## src/design/lrui_pkg.sv

```systemverilog
// ----------------------------------------------------------------------------
// lrui_pkg: shared types and constants for the LRU-insert replacement block
// Geometry of the cache, the per-set row layouts held in the memories and
// the request codes.
// ----------------------------------------------------------------------------
package lrui_pkg;

	// Cache geometry; SETS is a power of two so a set index is the low bits
	localparam int WAYS         = 8;
	localparam int SETS         = 64;
	localparam int OFFSET_BITS  = 6;
	localparam int ADDRESS_BITS = 48;

	localparam int WAY_W = $clog2(WAYS);
	localparam int AGE_W = $clog2(WAYS);
	localparam int SET_W = $clog2(SETS);
	localparam int TAG_W = ADDRESS_BITS - OFFSET_BITS;

	// Request codes on the mode field
	typedef enum logic [1:0] {
		MODE_VICTIM = 2'd0,
		MODE_UPDATE = 2'd1,
		MODE_INSERT = 2'd2
	} mode_t;

	// Sequencing states of the core: wait for an item, search, write back
	typedef enum logic [1:0] {
		ST_IDLE,
		ST_LOOK,
		ST_UPD
	} fsm_state_t;

	typedef logic [AGE_W-1:0] age_t;
	typedef logic [TAG_W-1:0] tag_t;

	// One set's replacement row: valid bits and ages of all ways
	typedef struct packed {
		logic [WAYS-1:0] valid;
		age_t [WAYS-1:0] age;
	} meta_t;

	typedef tag_t [WAYS-1:0] tag_row_t;

	// Write-back request into the set store
	typedef struct packed {
		logic             en;
		logic [SET_W-1:0] set_idx;
		meta_t            meta;
		tag_row_t         tags;
	} store_wr_t;

	// Result of searching one set
	typedef struct packed {
		logic             present;
		logic [WAY_W-1:0] hit_way;
		logic [WAY_W-1:0] victim;
	} lookup_t;

	// Row value of a set that was never written since reset
	function automatic meta_t meta_reset();
		meta_t m;
		m.valid = '0;
		for (int w = 0; w < WAYS; w++) begin
			m.age[w] = AGE_W'(w);
		end
		return m;
	endfunction

endpackage

```

## src/design/lrui_lookup.sv

```systemverilog
// ----------------------------------------------------------------------------
// lrui_lookup: tag search and victim choice over one set
// Finds the first valid way holding the tag, and the victim: the first
// invalid way, otherwise the oldest way (lowest way on equal ages).
// ----------------------------------------------------------------------------
module lrui_lookup (
	input  lrui_pkg::meta_t    meta,
	input  lrui_pkg::tag_row_t tags,
	input  lrui_pkg::tag_t     tag,
	output lrui_pkg::lookup_t  res
);

	logic                        any_invalid;
	logic [lrui_pkg::WAY_W-1:0]  first_invalid;
	logic [lrui_pkg::WAY_W-1:0]  oldest_way;
	lrui_pkg::age_t              oldest_age;

	// Search the tags, lowest matching way first
	always_comb begin
		res.present = 1'b0;
		res.hit_way = '0;
		for (int w = lrui_pkg::WAYS - 1; w >= 0; w--) begin
			if (meta.valid[w] && tags[w] == tag) begin
				res.present = 1'b1;
				res.hit_way = lrui_pkg::WAY_W'(w);
			end
		end
	end

	// Pick the first invalid way
	always_comb begin
		any_invalid   = 1'b0;
		first_invalid = '0;
		for (int w = lrui_pkg::WAYS - 1; w >= 0; w--) begin
			if (!meta.valid[w]) begin
				any_invalid   = 1'b1;
				first_invalid = lrui_pkg::WAY_W'(w);
			end
		end
	end

	// Pick the oldest way, keeping the lower way on a tie
	always_comb begin
		oldest_way = '0;
		oldest_age = meta.age[0];
		for (int w = 1; w < lrui_pkg::WAYS; w++) begin
			if (meta.age[w] > oldest_age) begin
				oldest_way = lrui_pkg::WAY_W'(w);
				oldest_age = meta.age[w];
			end
		end
	end

	assign res.victim = any_invalid ? first_invalid : oldest_way;

endmodule

```

## config.mk

```make
export PLATFORM = sky130hd
export DESIGN_NAME = lrui_lookup
export DESIGN_NICKNAME = d
export VERILOG_FILES = /design/src/design/lrui_pkg.sv /design/src/design/lrui_lookup.sv
export SDC_FILE = /design/constraint.sdc
export NUM_CORES = 1
export LEC_CHECK = 0
export BUFFER_PORTS_ARGS = -buffer_cell sky130_fd_sc_hd__buf_2
export CORE_AREA = 2 2 160 162
export DETAILED_ROUTE_END_ITERATION = 6
export DIE_AREA = 0 0 162 164
export PLACE_DENSITY = 0.44
export SYNTH_ARGS = -nofsm -noshare
export SYNTH_HDL_FRONTEND = slang
export SYNTH_SLANG_ARGS = --single-unit
export TNS_END_PERCENT = 20
```

## constraint.sdc

```tcl
create_clock -name vclk -period 14.95
set_input_delay 0.7475 -clock vclk [all_inputs]
set_output_delay 0.7475 -clock vclk [all_outputs]
set_load 0.03 [all_outputs]
```

## Word-level counts from Yosys, hierarchy flattened

Index checks and enable logic that the tools add are counted.

| storage, ports and cells | value |
|---|---|
| register bits | 0 |
| bits of input ports | 410 |
| output and inout bits | 7 |
| logic and storage cells | 61 |

| cells by class | value |
|---|---|
| $lt $le $gt $ge | 7 |
| equality and inequality tests | 8 |
| mux-type cells | 38 |
| reductions and logical operators | 8 |

Operators with widths:

| cell | count |
|---|---|
| 42-bit == test | 8 |
| 3-bit 2-to-1 mux | 21 |
| 4-bit 2-to-1 mux | 8 |
| 3-bit > comparator | 7 |
| 1-bit 2-to-1 mux | 9 |
| 1-bit logical AND | 8 |

## Logic depth before layout (Yosys ltp)

Gate-level depths: netlist (run 1).

| depth | value |
|---|---|
| depth after elaboration | 15 |
| mapped depth | 48 |
| gate-level depth less buffers | 48 |

## Worst setup path after synthesis (run 1)

OpenSTA, ideal clock, no wires.

| timing path | value |
|---|---|
| path type | input -> output |
| start | in meta[1] (netlist bit) |
| end | out res[1] (netlist bit) |
| arrival time | 8675 ps |
| required time | 14203 ps |
| path slack | 5527 ps |
| stages | 45 |
| path buffers | 0 |
| cells stage by stage | inv_1 -> ha_1 -> nor2b_4 -> o21a_1 -> o21a_4 -> mux2_4 -> ha_1 -> and3_1 -> a21oi_1 -> mux2_2 -> ha_1 -> nor2b_1 -> o21a_1 -> o21a_1 -> nor2_1 -> a21oi_1 -> ha_1 -> nor2b_1 -> [... 9 more ...] -> inv_1 -> a31oi_1 -> nand2_1 -> o21a_1 -> ha_1 -> nor2b_1 -> o21ai_0 -> nand2b_1 -> nand2_1 -> mux2_4 -> ha_1 -> inv_1 -> a21o_1 -> a21oi_1 -> a31oi_1 -> a21oi_1 -> o31a_1 -> o21ai_0 |

RTL lines:

| item | RTL line | RTL |
|---|---|---|
| start, declared | lrui_lookup.sv:7 | `input lrui_pkg::meta_t meta,` |
| end, declared | lrui_lookup.sv:10 | `output lrui_pkg::lookup_t res` |

==> flow_summary.toml, run 1 <==
[drt]
vias_after_detailed_routing = 6198
drt_first_iter_violations = 298
detail_route.first_pass.iterations = 4
wl_per_cell_um = 23.1
postRouteAntennaNets = 0
post_drt_via_cell_ratio = 4.54
drt_wl_total_um = 31500
detail_route.drc_violations = 0

[global_route]
grt_max_degree = 10
grt_pass1_vias = 6376
grt_first_pass_wirelength_um = 42500
globalRouteTotalUtil = 0.225
initial_antenna_violation_count = 7
global_route.overflow_total = 0

[place]
gp_congestion = 0.860
placed_cell_area_mm2 = 0.00724
dpl.cell_count = 1359
place_hpwl_um = 27500
port_buffers = 417

[floorplan]
rows = 58
starting_density = 0.201
design.portCount = 417
die_h_um = 164
die_area_mm2 = 0.0266
design.core.area_mm2 = 0.0248
floorplan_die_width_um = 162

[clocking]
post_cts_buffers = 0
cts.hold.buffers_added = 0
cts_resized = 0

[worst_setup_path]
most_frequent_cell_on_critical_path = "sky130_fd_sc_hd__ha_1"
crit_required_ps = 14200
worst_path_largest_cell_delay_ps = 430
critPathArrivalTime_ps = 9170
start_kind = "input port"
timing.critical_path.fanout_max = 8
endpoint_kind = "output port"
crit_type = "input port to output port"
timing.critical_path.slowest_stage_cell = "sky130_fd_sc_hd__a31oi_1"

[worst_hold_path]
hold_path.startpoint = "meta[24]"
whs_endpoint = "res[0]"
kind_of_path_behind_the_tightest_hold_check = "input port to output port"
hold_path_depth = 4

[timing]
grt_setup_unrepaired = "false"
setup_viol = 0
timing_max_transition_violations_final = 0
timing.max_slew.rel_slack = 0.349
hold_slack_ps = 1910
finalCriticalPeriod_ps = 9910
maxClockFrequency_mhz = 101
worst_pin_slew_ps = 968
timing_hold_violations_final = 0
fin_tns_setup_ps = 0
post-route-period-util = 0.663

[finish]
n_sequential_cell = 0
seqCellArea_um2 = 0
leading_cell_type_in_the_layout_fill_and_taps_excluded = "sky130_fd_sc_hd__buf_2"
mostFrequentLayoutCells = "sky130_fd_sc_hd__buf_2 (417), sky130_fd_sc_hd__xnor2_1 (267), sky130_fd_sc_hd__nand4_1 (68), sky130_fd_sc_hd__xor2_1 (55), sky130_fd_sc_hd__inv_1 (30)"
multi_input_comb_area_mm2 = 0.00462
clock_buffers = 0
fillers = 2865
postLayoutCellArea_mm2 = 0.00725
nNetsFinal = 1462
fin_cells = 1364
final_layout_size_suffix_gt1_frac = 0.420
layout.core_utilization = 0.292
flow.area_growth_from_synthesis_pct = 45.2

[power_and_ir_drop]
power.static_leakage_nw = 3.15
power_per_cell_area_mw_per_mm2 = 46.4
ir_drop_uv = 35.9

[flow_run]
max_cap_violations = 0

[synthesis]
post_synth.cell_area_avg_um2 = 7.63
yosys.area_share.xor_xnor = 0.565
synth_simple_gate_area_share = 0.214
synth_top_family_by_area = "XOR/XNOR gates"
netlist_area_pre_place_mm2 = 0.00499
synth_compound_area_frac = 0.0767
ys.warnings.count = 0
synth_seq_area_share = 0
syn_nets = 1085
post_synth_fa_ha_maj_area_fraction = 0.0526
synth.mux.area_fraction = 0.0173
synth.distinct_cells = 54
syn_inst = 654

[run_status]
outcome = "completed"
-- through the flow --
stage | setup WS, ps | power [mW]
2_1_floorplan | 5530 | 0.223
3_3_place_gp | 5170 | 0.333
3_5_place_dp | 5050 | 0.337
4_1_cts | 5020 | 0.339
5_1_grt | 4350 | 0.371
6_report | 5040 | 0.336
-- synthesized netlist by cell type, drive strengths merged (2+ instances only) --
master / n / area [µm²]
nor3: 7 / 40.0
a21o: 2 / 15.0
or4: 2 / 18.8
or2: 2 / 12.5
o21a: 7 / 60.1
nor2b: 10 / 70.1
buf: 34 / 225
o21ai: 10 / 50.0
mux2: 4 / 56.3
nand3: 20 / 105
nand4: 71 / 463
a31oi: 5 / 31.3
xor2: 55 / 482
nor2: 7 / 26.3
a21oi: 10 / 50.1
o31a: 2 / 17.5
inv: 30 / 113
clkbuf: 8 / 30.0
mux2i: 3 / 30.0
and2: 4 / 25.0
xnor2: 267 / 2340
ha: 21 / 263
a21boi: 3 / 22.5
nand2: 16 / 60.1
nor4: 27 / 169
or3: 2 / 12.5
o2bb2ai: 2 / 17.5
nand2b: 8 / 50.1
-- report_power, final --
part	switching [mW]	leakage, nW	internal, mW
clock network	0	0.0000317	0.0000000449
logic	0.172	3.15	0.164
registers	0	0	0
-- critical path, delay by kind of cell --
kind	cells	cell delay, ps
adders and majority gates	7	1870
buffers and inverters	4	360
and+or+nand+nor	13	1690
muxes	2	740
AOI/OAI and AO/OA	21	3750
-- cells by family after synthesis --
logic type,Yosys count
fa+ha+maj,21
mux,7
compound gates,53
simple gates,178
xor+xnor,322
buf+inv,73
-- final cells by class --
| class | count | area share |
|---|---|---|
| well taps | 330 | 0.0570 |
| multi-input cells | 581 | 0.637 |
| inverters | 31 | 0.0161 |
| diodes | 5 | 0.00173 |
| repair buffers | 417 | 0.288 |
-- routing by layer --
metal | up-vias | GRT usage | share of wire
met3 | 48 | 0.0437 | 0.063
met4 | 6 | 0.0672 | 0.031
met1 | 2880 | 0.249 | 0.38
li1 | 2993 | - | -
met5 | - | 0 | 0.0013
met2 | 271 | 0.431 | 0.52
-- worst max-delay path by stage --
stage / startpoint / end / slack (ps) / cells past startpoint
floorplan: meta[1] / res[1] / 5530 / 45
global placement: meta[1] / res[1] / 5170 / 47
detailed placement: meta[1] / res[1] / 5050 / 47
CTS: meta[1] / res[1] / 5020 / 47
global route: meta[1] / res[1] / 4350 / 49
finish: meta[1] / res[1] / 5040 / 47
(Power assumes the default switching activity.)
==> inputs of run 2 (changes only) <==
Settings changed: ABC_AREA from default to 1, CORE_AREA 2 2 160 162 to 2 2 164 166, DIE_AREA 0 0 162 164 to 0 0 166 168, PLACE_DENSITY 0.44 to 0.47.
Clock period 14.95 ns to 8.4 ns, I/O delays scaled along.
==> flow_summary.toml, run 2 <==
[place]
place_hpwl_um = 36600
port_buffers = 417
placed_cell_area_mm2 = 0.00787
dpl.cell_count = 1806
gp_congestion = 0.938
place_worst_setup_slack_ps = 163

[synthesis]
syn_inst = 1086
synth.top_cells.by_count = "sky130_fd_sc_hd__nand2_1 (369), sky130_fd_sc_hd__o21ai_0 (97), sky130_fd_sc_hd__inv_1 (96)"
ys.warnings.count = 0
synth.most_common_cell = "sky130_fd_sc_hd__nand2_1"
post_synth.cell_area_avg_um2 = 5.13
synth.distinct_cells = 43
netlist_area_pre_place_mm2 = 0.00557
synth_seq_area_share = 0
synth.top_cells.by_area = "sky130_fd_sc_hd__nand2_1 (25%), sky130_fd_sc_hd__o21ai_0 (8.7%), sky130_fd_sc_hd__xnor2_1 (8.3%), sky130_fd_sc_hd__xor2_1 (7.1%), sky130_fd_sc_hd__inv_1 (6.5%)"
synth.top_cell.area_share = 0.249
syn_nets = 1517
synth.largest_area_cell = "sky130_fd_sc_hd__nand2_1"

[drt]
drt_wl_total_um = 42400
wl_per_cell_um = 23.2
detail_route.drc_violations = 0
vias_after_detailed_routing = 9043
post_drt_via_cell_ratio = 4.95
postRouteAntennaNets = 0
drt_first_iter_violations = 701
detail_route.first_pass.iterations = 5

[floorplan]
design.portCount = 417
starting_density = 0.211
die_area_mm2 = 0.0279
die_h_um = 168
design.core.area_mm2 = 0.0264
rows = 60
floorplan_die_width_um = 166

[worst_hold_path]
kind_of_path_behind_the_tightest_hold_check = "input port to output port"

[power_and_ir_drop]
fraction_of_power_spent_switching_nets = 0.580
power_frac_clock = 0
power_switching_uw = 482
power.static_leakage_nw = 4.31
power.sequential.fraction = 0
ir_drop_uv = 152
totalPowerFinal_uw = 831
p_int_uw = 349
power_per_cell_area_mw_per_mm2 = 103
comb_power_share = 1.000

[finish]
final_layout_size_suffix_gt1_frac = 0.346
fin_cells = 1828
nNetsFinal = 1908
fillers = 3206
seqCellArea_um2 = 0
leading_cell_type_in_the_layout_fill_and_taps_excluded = "sky130_fd_sc_hd__buf_2"
mostFrequentLayoutCells = "sky130_fd_sc_hd__buf_2 (416), sky130_fd_sc_hd__nand2_1 (365), sky130_fd_sc_hd__o21ai_0 (92), sky130_fd_sc_hd__inv_1 (91), sky130_fd_sc_hd__nor2_1 (87)"
postLayoutCellArea_mm2 = 0.00808
layout.core_utilization = 0.307
n_sequential_cell = 0
clock_buffers = 0
flow.area_growth_from_synthesis_pct = 45.0

[timing]
worst_pin_slew_ps = 690
setup_viol = 0
post-route-period-util = 0.928
fin_tns_setup_ps = 0
finalCriticalPeriod_ps = 7800
timing.max_slew.rel_slack = 0.540
timing_max_transition_violations_final = 0
hold_slack_ps = 1290
maxClockFrequency_mhz = 128
timing_hold_violations_final = 0
finalWorstSetupSlack_ps = 604

[worst_setup_path]
cp_num_cells = 56
worst_path_largest_cell_delay_ps = 320
worstPathBufferInverterCount = 9
crit_family = "simple AND/OR/NAND/NOR gates"
crit_type = "input port to output port"
critPathArrivalTime_ps = 7380
timing.critical_path.fanout_max = 7
worst_setup_path_startpoint = "meta[2]"
cp-endpoint = "res[1]"
most_frequent_cell_on_critical_path = "sky130_fd_sc_hd__nand2_1"
crit_required_ps = 7980
timing.critical_path.slowest_stage_cell = "sky130_fd_sc_hd__ha_1"
start_kind = "input port"
endpoint_kind = "output port"

[flow_run]
max_cap_violations = 0

[global_route]
grt_max_degree = 17
grt_first_pass_wirelength_um = 57600
initial_antenna_violation_count = 18
global_route.overflow_total = 0
globalRouteTotalUtil = 0.283
grt_pass1_vias = 8563

[run_status]
outcome = "completed"

[clocking]
cts.hold.buffers_added = 0
[run 2: cell count changes after synthesis, moves of 38 or more]
cell,delta
sky130_fd_sc_hd__xnor2_1,-214
sky130_fd_sc_hd__o22ai_1,+38
sky130_fd_sc_hd__nor2_1,+80
sky130_fd_sc_hd__nand2_1,+353
sky130_fd_sc_hd__inv_1,+66
sky130_fd_sc_hd__o21ai_0,+92
sky130_fd_sc_hd__nand4_1,-53
[run 2: worst min path at each step]
stage | startpoint | to | slack [ps] | cells past startpoint
floorplan | meta[25] | res[2] | 1040 | 2
global placement | meta[25] | res[2] | 1300 | 4
detailed placement | meta[25] | res[2] | 1290 | 4
CTS | meta[25] | res[2] | 1290 | 4
global route | meta[25] | res[2] | 1320 | 4
finish | meta[25] | res[2] | 1290 | 4
[run 2: repair_timing]
item	4_1_cts	5_1_grt
setup buffers	0	10
setup endpoints to repair	0	3
resized for setup	0	28
[run 2: power by group through the flow]
stage	sequential [mW]	combinational (mW)	clock, mW
2_1_floorplan	0	0.445	0
3_3_place_gp	0	0.709	0
3_5_place_dp	0	0.715	0
4_1_cts	0	0.719	0
5_1_grt	0	0.933	0.000000111
6_report	0	0.831	0.000000191
[run 2: cell families (layout without fill, tap and decap cells)]
family | count (synthesis) | count (layout) | synth area share
buffers and inverters | 170 | 559 | 0.129
xor gates and xnor gates | 98 | 98 | 0.154
and+or+nand+nor | 587 | 587 | 0.449
other | 0 | 12 | 0
AOI/OAI and AO/OA | 210 | 210 | 0.221
adders and majority gates | 21 | 21 | 0.0471
[run 2: layout make-up]
type / count / area, µm² / share of cell area
Timing Repair Buffer: 427 / 2160 / 0.268
Tap cell: 341 / 427 / 0.0528
Multi-Input combinational cell: 916 / 4960 / 0.614
Antenna cell: 12 / 30.0 / 0.00372
Inverter: 132 / 495 / 0.0613
[run 2: metal layers]
layer / up-vias / global-route usage / routed length (µm)
li1: 4363 / - / -
met1: 4131 / 0.341 / 17100
met2: 479 / 0.517 / 20700
met3: 58 / 0.0649 / 3680
met4: 12 / 0.0488 / 869
met5: - / 0 / 77
==> inputs of run 3 (changes only) <==
Settings changed: ABC_AREA 1 to default, PLACE_DENSITY 0.47 to 0.44, SLEW_MARGIN from default to 20.
==> flow_summary.toml, run 3 (synthesis gave the netlist of run 1 again) <==
[floorplan]
design.portCount = 417
die_h_um = 168
rows = 60
floorplan_die_width_um = 166
design.core.area_mm2 = 0.0264
die_area_mm2 = 0.0279
starting_density = 0.189

[worst_hold_path]
kind_of_path_behind_the_tightest_hold_check = "input port to output port"

[drt]
postRouteAntennaNets = 0
wl_per_cell_um = 22.9
detail_route.drc_violations = 0
drt_wl_total_um = 32200
detail_route.first_pass.iterations = 5
post_drt_via_cell_ratio = 4.53
drt_first_iter_violations = 318
vias_after_detailed_routing = 6379

[timing]
finalCriticalPeriod_ps = 8170
timing_hold_violations_final = 0
maxClockFrequency_mhz = 122
worst_pin_slew_ps = 805
post-route-period-util = 0.973
timing_max_transition_violations_final = 0
timing.max_slew.rel_slack = 0.458
grt_setup_unrepaired = "true"
setup_viol = 0
hold_slack_ps = 1240

[global_route]
grt_max_degree = 10
globalRouteTotalUtil = 0.216
grt_first_pass_wirelength_um = 43500
grt_pass1_vias = 6514
global_route.overflow_total = 0
initial_antenna_violation_count = 4

[finish]
leading_cell_type_in_the_layout_fill_and_taps_excluded = "sky130_fd_sc_hd__buf_2"
nNetsFinal = 1497
fin_cells = 1408
seqCellArea_um2 = 0
mostFrequentLayoutCells = "sky130_fd_sc_hd__buf_2 (413), sky130_fd_sc_hd__xnor2_1 (267), sky130_fd_sc_hd__nand4_1 (68), sky130_fd_sc_hd__xor2_1 (55), sky130_fd_sc_hd__buf_4 (34)"
clock_buffers = 0
final_layout_size_suffix_gt1_frac = 0.468
flow.area_growth_from_synthesis_pct = 56.0
n_sequential_cell = 0
layout.core_utilization = 0.295

[worst_setup_path]
critPathArrivalTime_ps = 7750
crit_family = "compound AO/OA/AOI/OAI gates"
crit_required_ps = 7980
worstPathBufferInverterCount = 5
start_kind = "input port"
timing.critical_path.fanout_max = 5
timing.critical_path.slowest_stage_cell = "sky130_fd_sc_hd__mux2_4"
worst_path_largest_cell_delay_ps = 320
crit_type = "input port to output port"
endpoint_kind = "output port"
most_frequent_cell_on_critical_path = "sky130_fd_sc_hd__nor2b_4"

[flow_run]
max_cap_violations = 0

[place]
port_buffers = 417
place_hpwl_um = 27700
dpl.cell_count = 1398
gp_congestion = 0.845

[power_and_ir_drop]
power_per_cell_area_mw_per_mm2 = 111
power.static_leakage_nw = 3.37
ir_drop_uv = 149

[run_status]
outcome = "completed"

[clocking]
cts.hold.buffers_added = 0
==> run 3: changes by cell type in the layout (fill, tap and decap cells not counted), moves of 16 or more <==
cell	before	now
sky130_fd_sc_hd__buf_4	11	34
sky130_fd_sc_hd__inv_2	41	2
sky130_fd_sc_hd__nor3_1	24	6
sky130_fd_sc_hd__o21ai_1	21	5
sky130_fd_sc_hd__xnor2_1	53	267
sky130_fd_sc_hd__nand2_1	365	14
sky130_fd_sc_hd__nand4_1	15	68
sky130_fd_sc_hd__o22ai_1	39	1
sky130_fd_sc_hd__nor2_1	87	7
sky130_fd_sc_hd__o21ai_0	92	2
sky130_fd_sc_hd__inv_1	91	27
==> run 3: routing by layer <==
layer | share of wire | GRT usage
met2 | 0.49 | 0.388
met5 | 0.00034 | 0
met1 | 0.41 | 0.263
met3 | 0.065 | 0.0414
met4 | 0.028 | 0.0575
==> run 3: layout make-up <==
| class | count | area (µm²) |
|---|---|---|
| Tap cell | 341 | 427 |
| Inverter | 31 | 119 |
| Multi-Input combinational cell | 581 | 4850 |
| Timing Repair Buffer | 452 | 2380 |
| Fill cell | 2951 | 18600 |
| Antenna cell | 3 | 7.51 |
==> run 3: where the power goes <==
| part | total [mW] | switching, mW | internal (mW) |
|---|---|---|---|
| registers | 0 | 0 | 0 |
| logic | 0.864 | 0.395 | 0.470 |
| clock network | 0.0000000481 | 0 | 0.0000000481 |
==> run 3: stage by stage <==
stage / setup slack [ps] / TNS, ps / power, mW / instance area, µm²
CTS: 21.9 / 0 / 0.770 / 7550
global route: -181 / -498 / 0.943 / 7780
floorplan: -156 / -156 / 0.399 / 5000
global placement: -211 / -494 / 0.711 / 7470
finish: 231 / 0 / 0.864 / 7780
detailed placement: -343 / -895 / 0.719 / 7470
==> run 3: final timing paths <==
path	start	to	slack [ps]	depth (start not counted)
max	meta[1]	res[1]	230	48
min	meta[24]	res[0]	1240	4
==> run 3: worst min-delay path, stage by stage <==
cell and delay, ps:
sky130_fd_sc_hd__buf_2 130, sky130_fd_sc_hd__nand2_1 60, sky130_fd_sc_hd__nand2_1 40, sky130_fd_sc_hd__buf_2 170
==> run 3: what timing repair did <==
| item | 4_1_cts | 5_1_grt |
|---|---|---|
| endpoints found under the hold margin | 0 | 0 |
| pin swaps | 4 | 27 |
| endpoints found under the setup margin | 3 | 3 |
| buffers inserted | 4 | 4 |
| gates resized for setup | 14 | 38 |
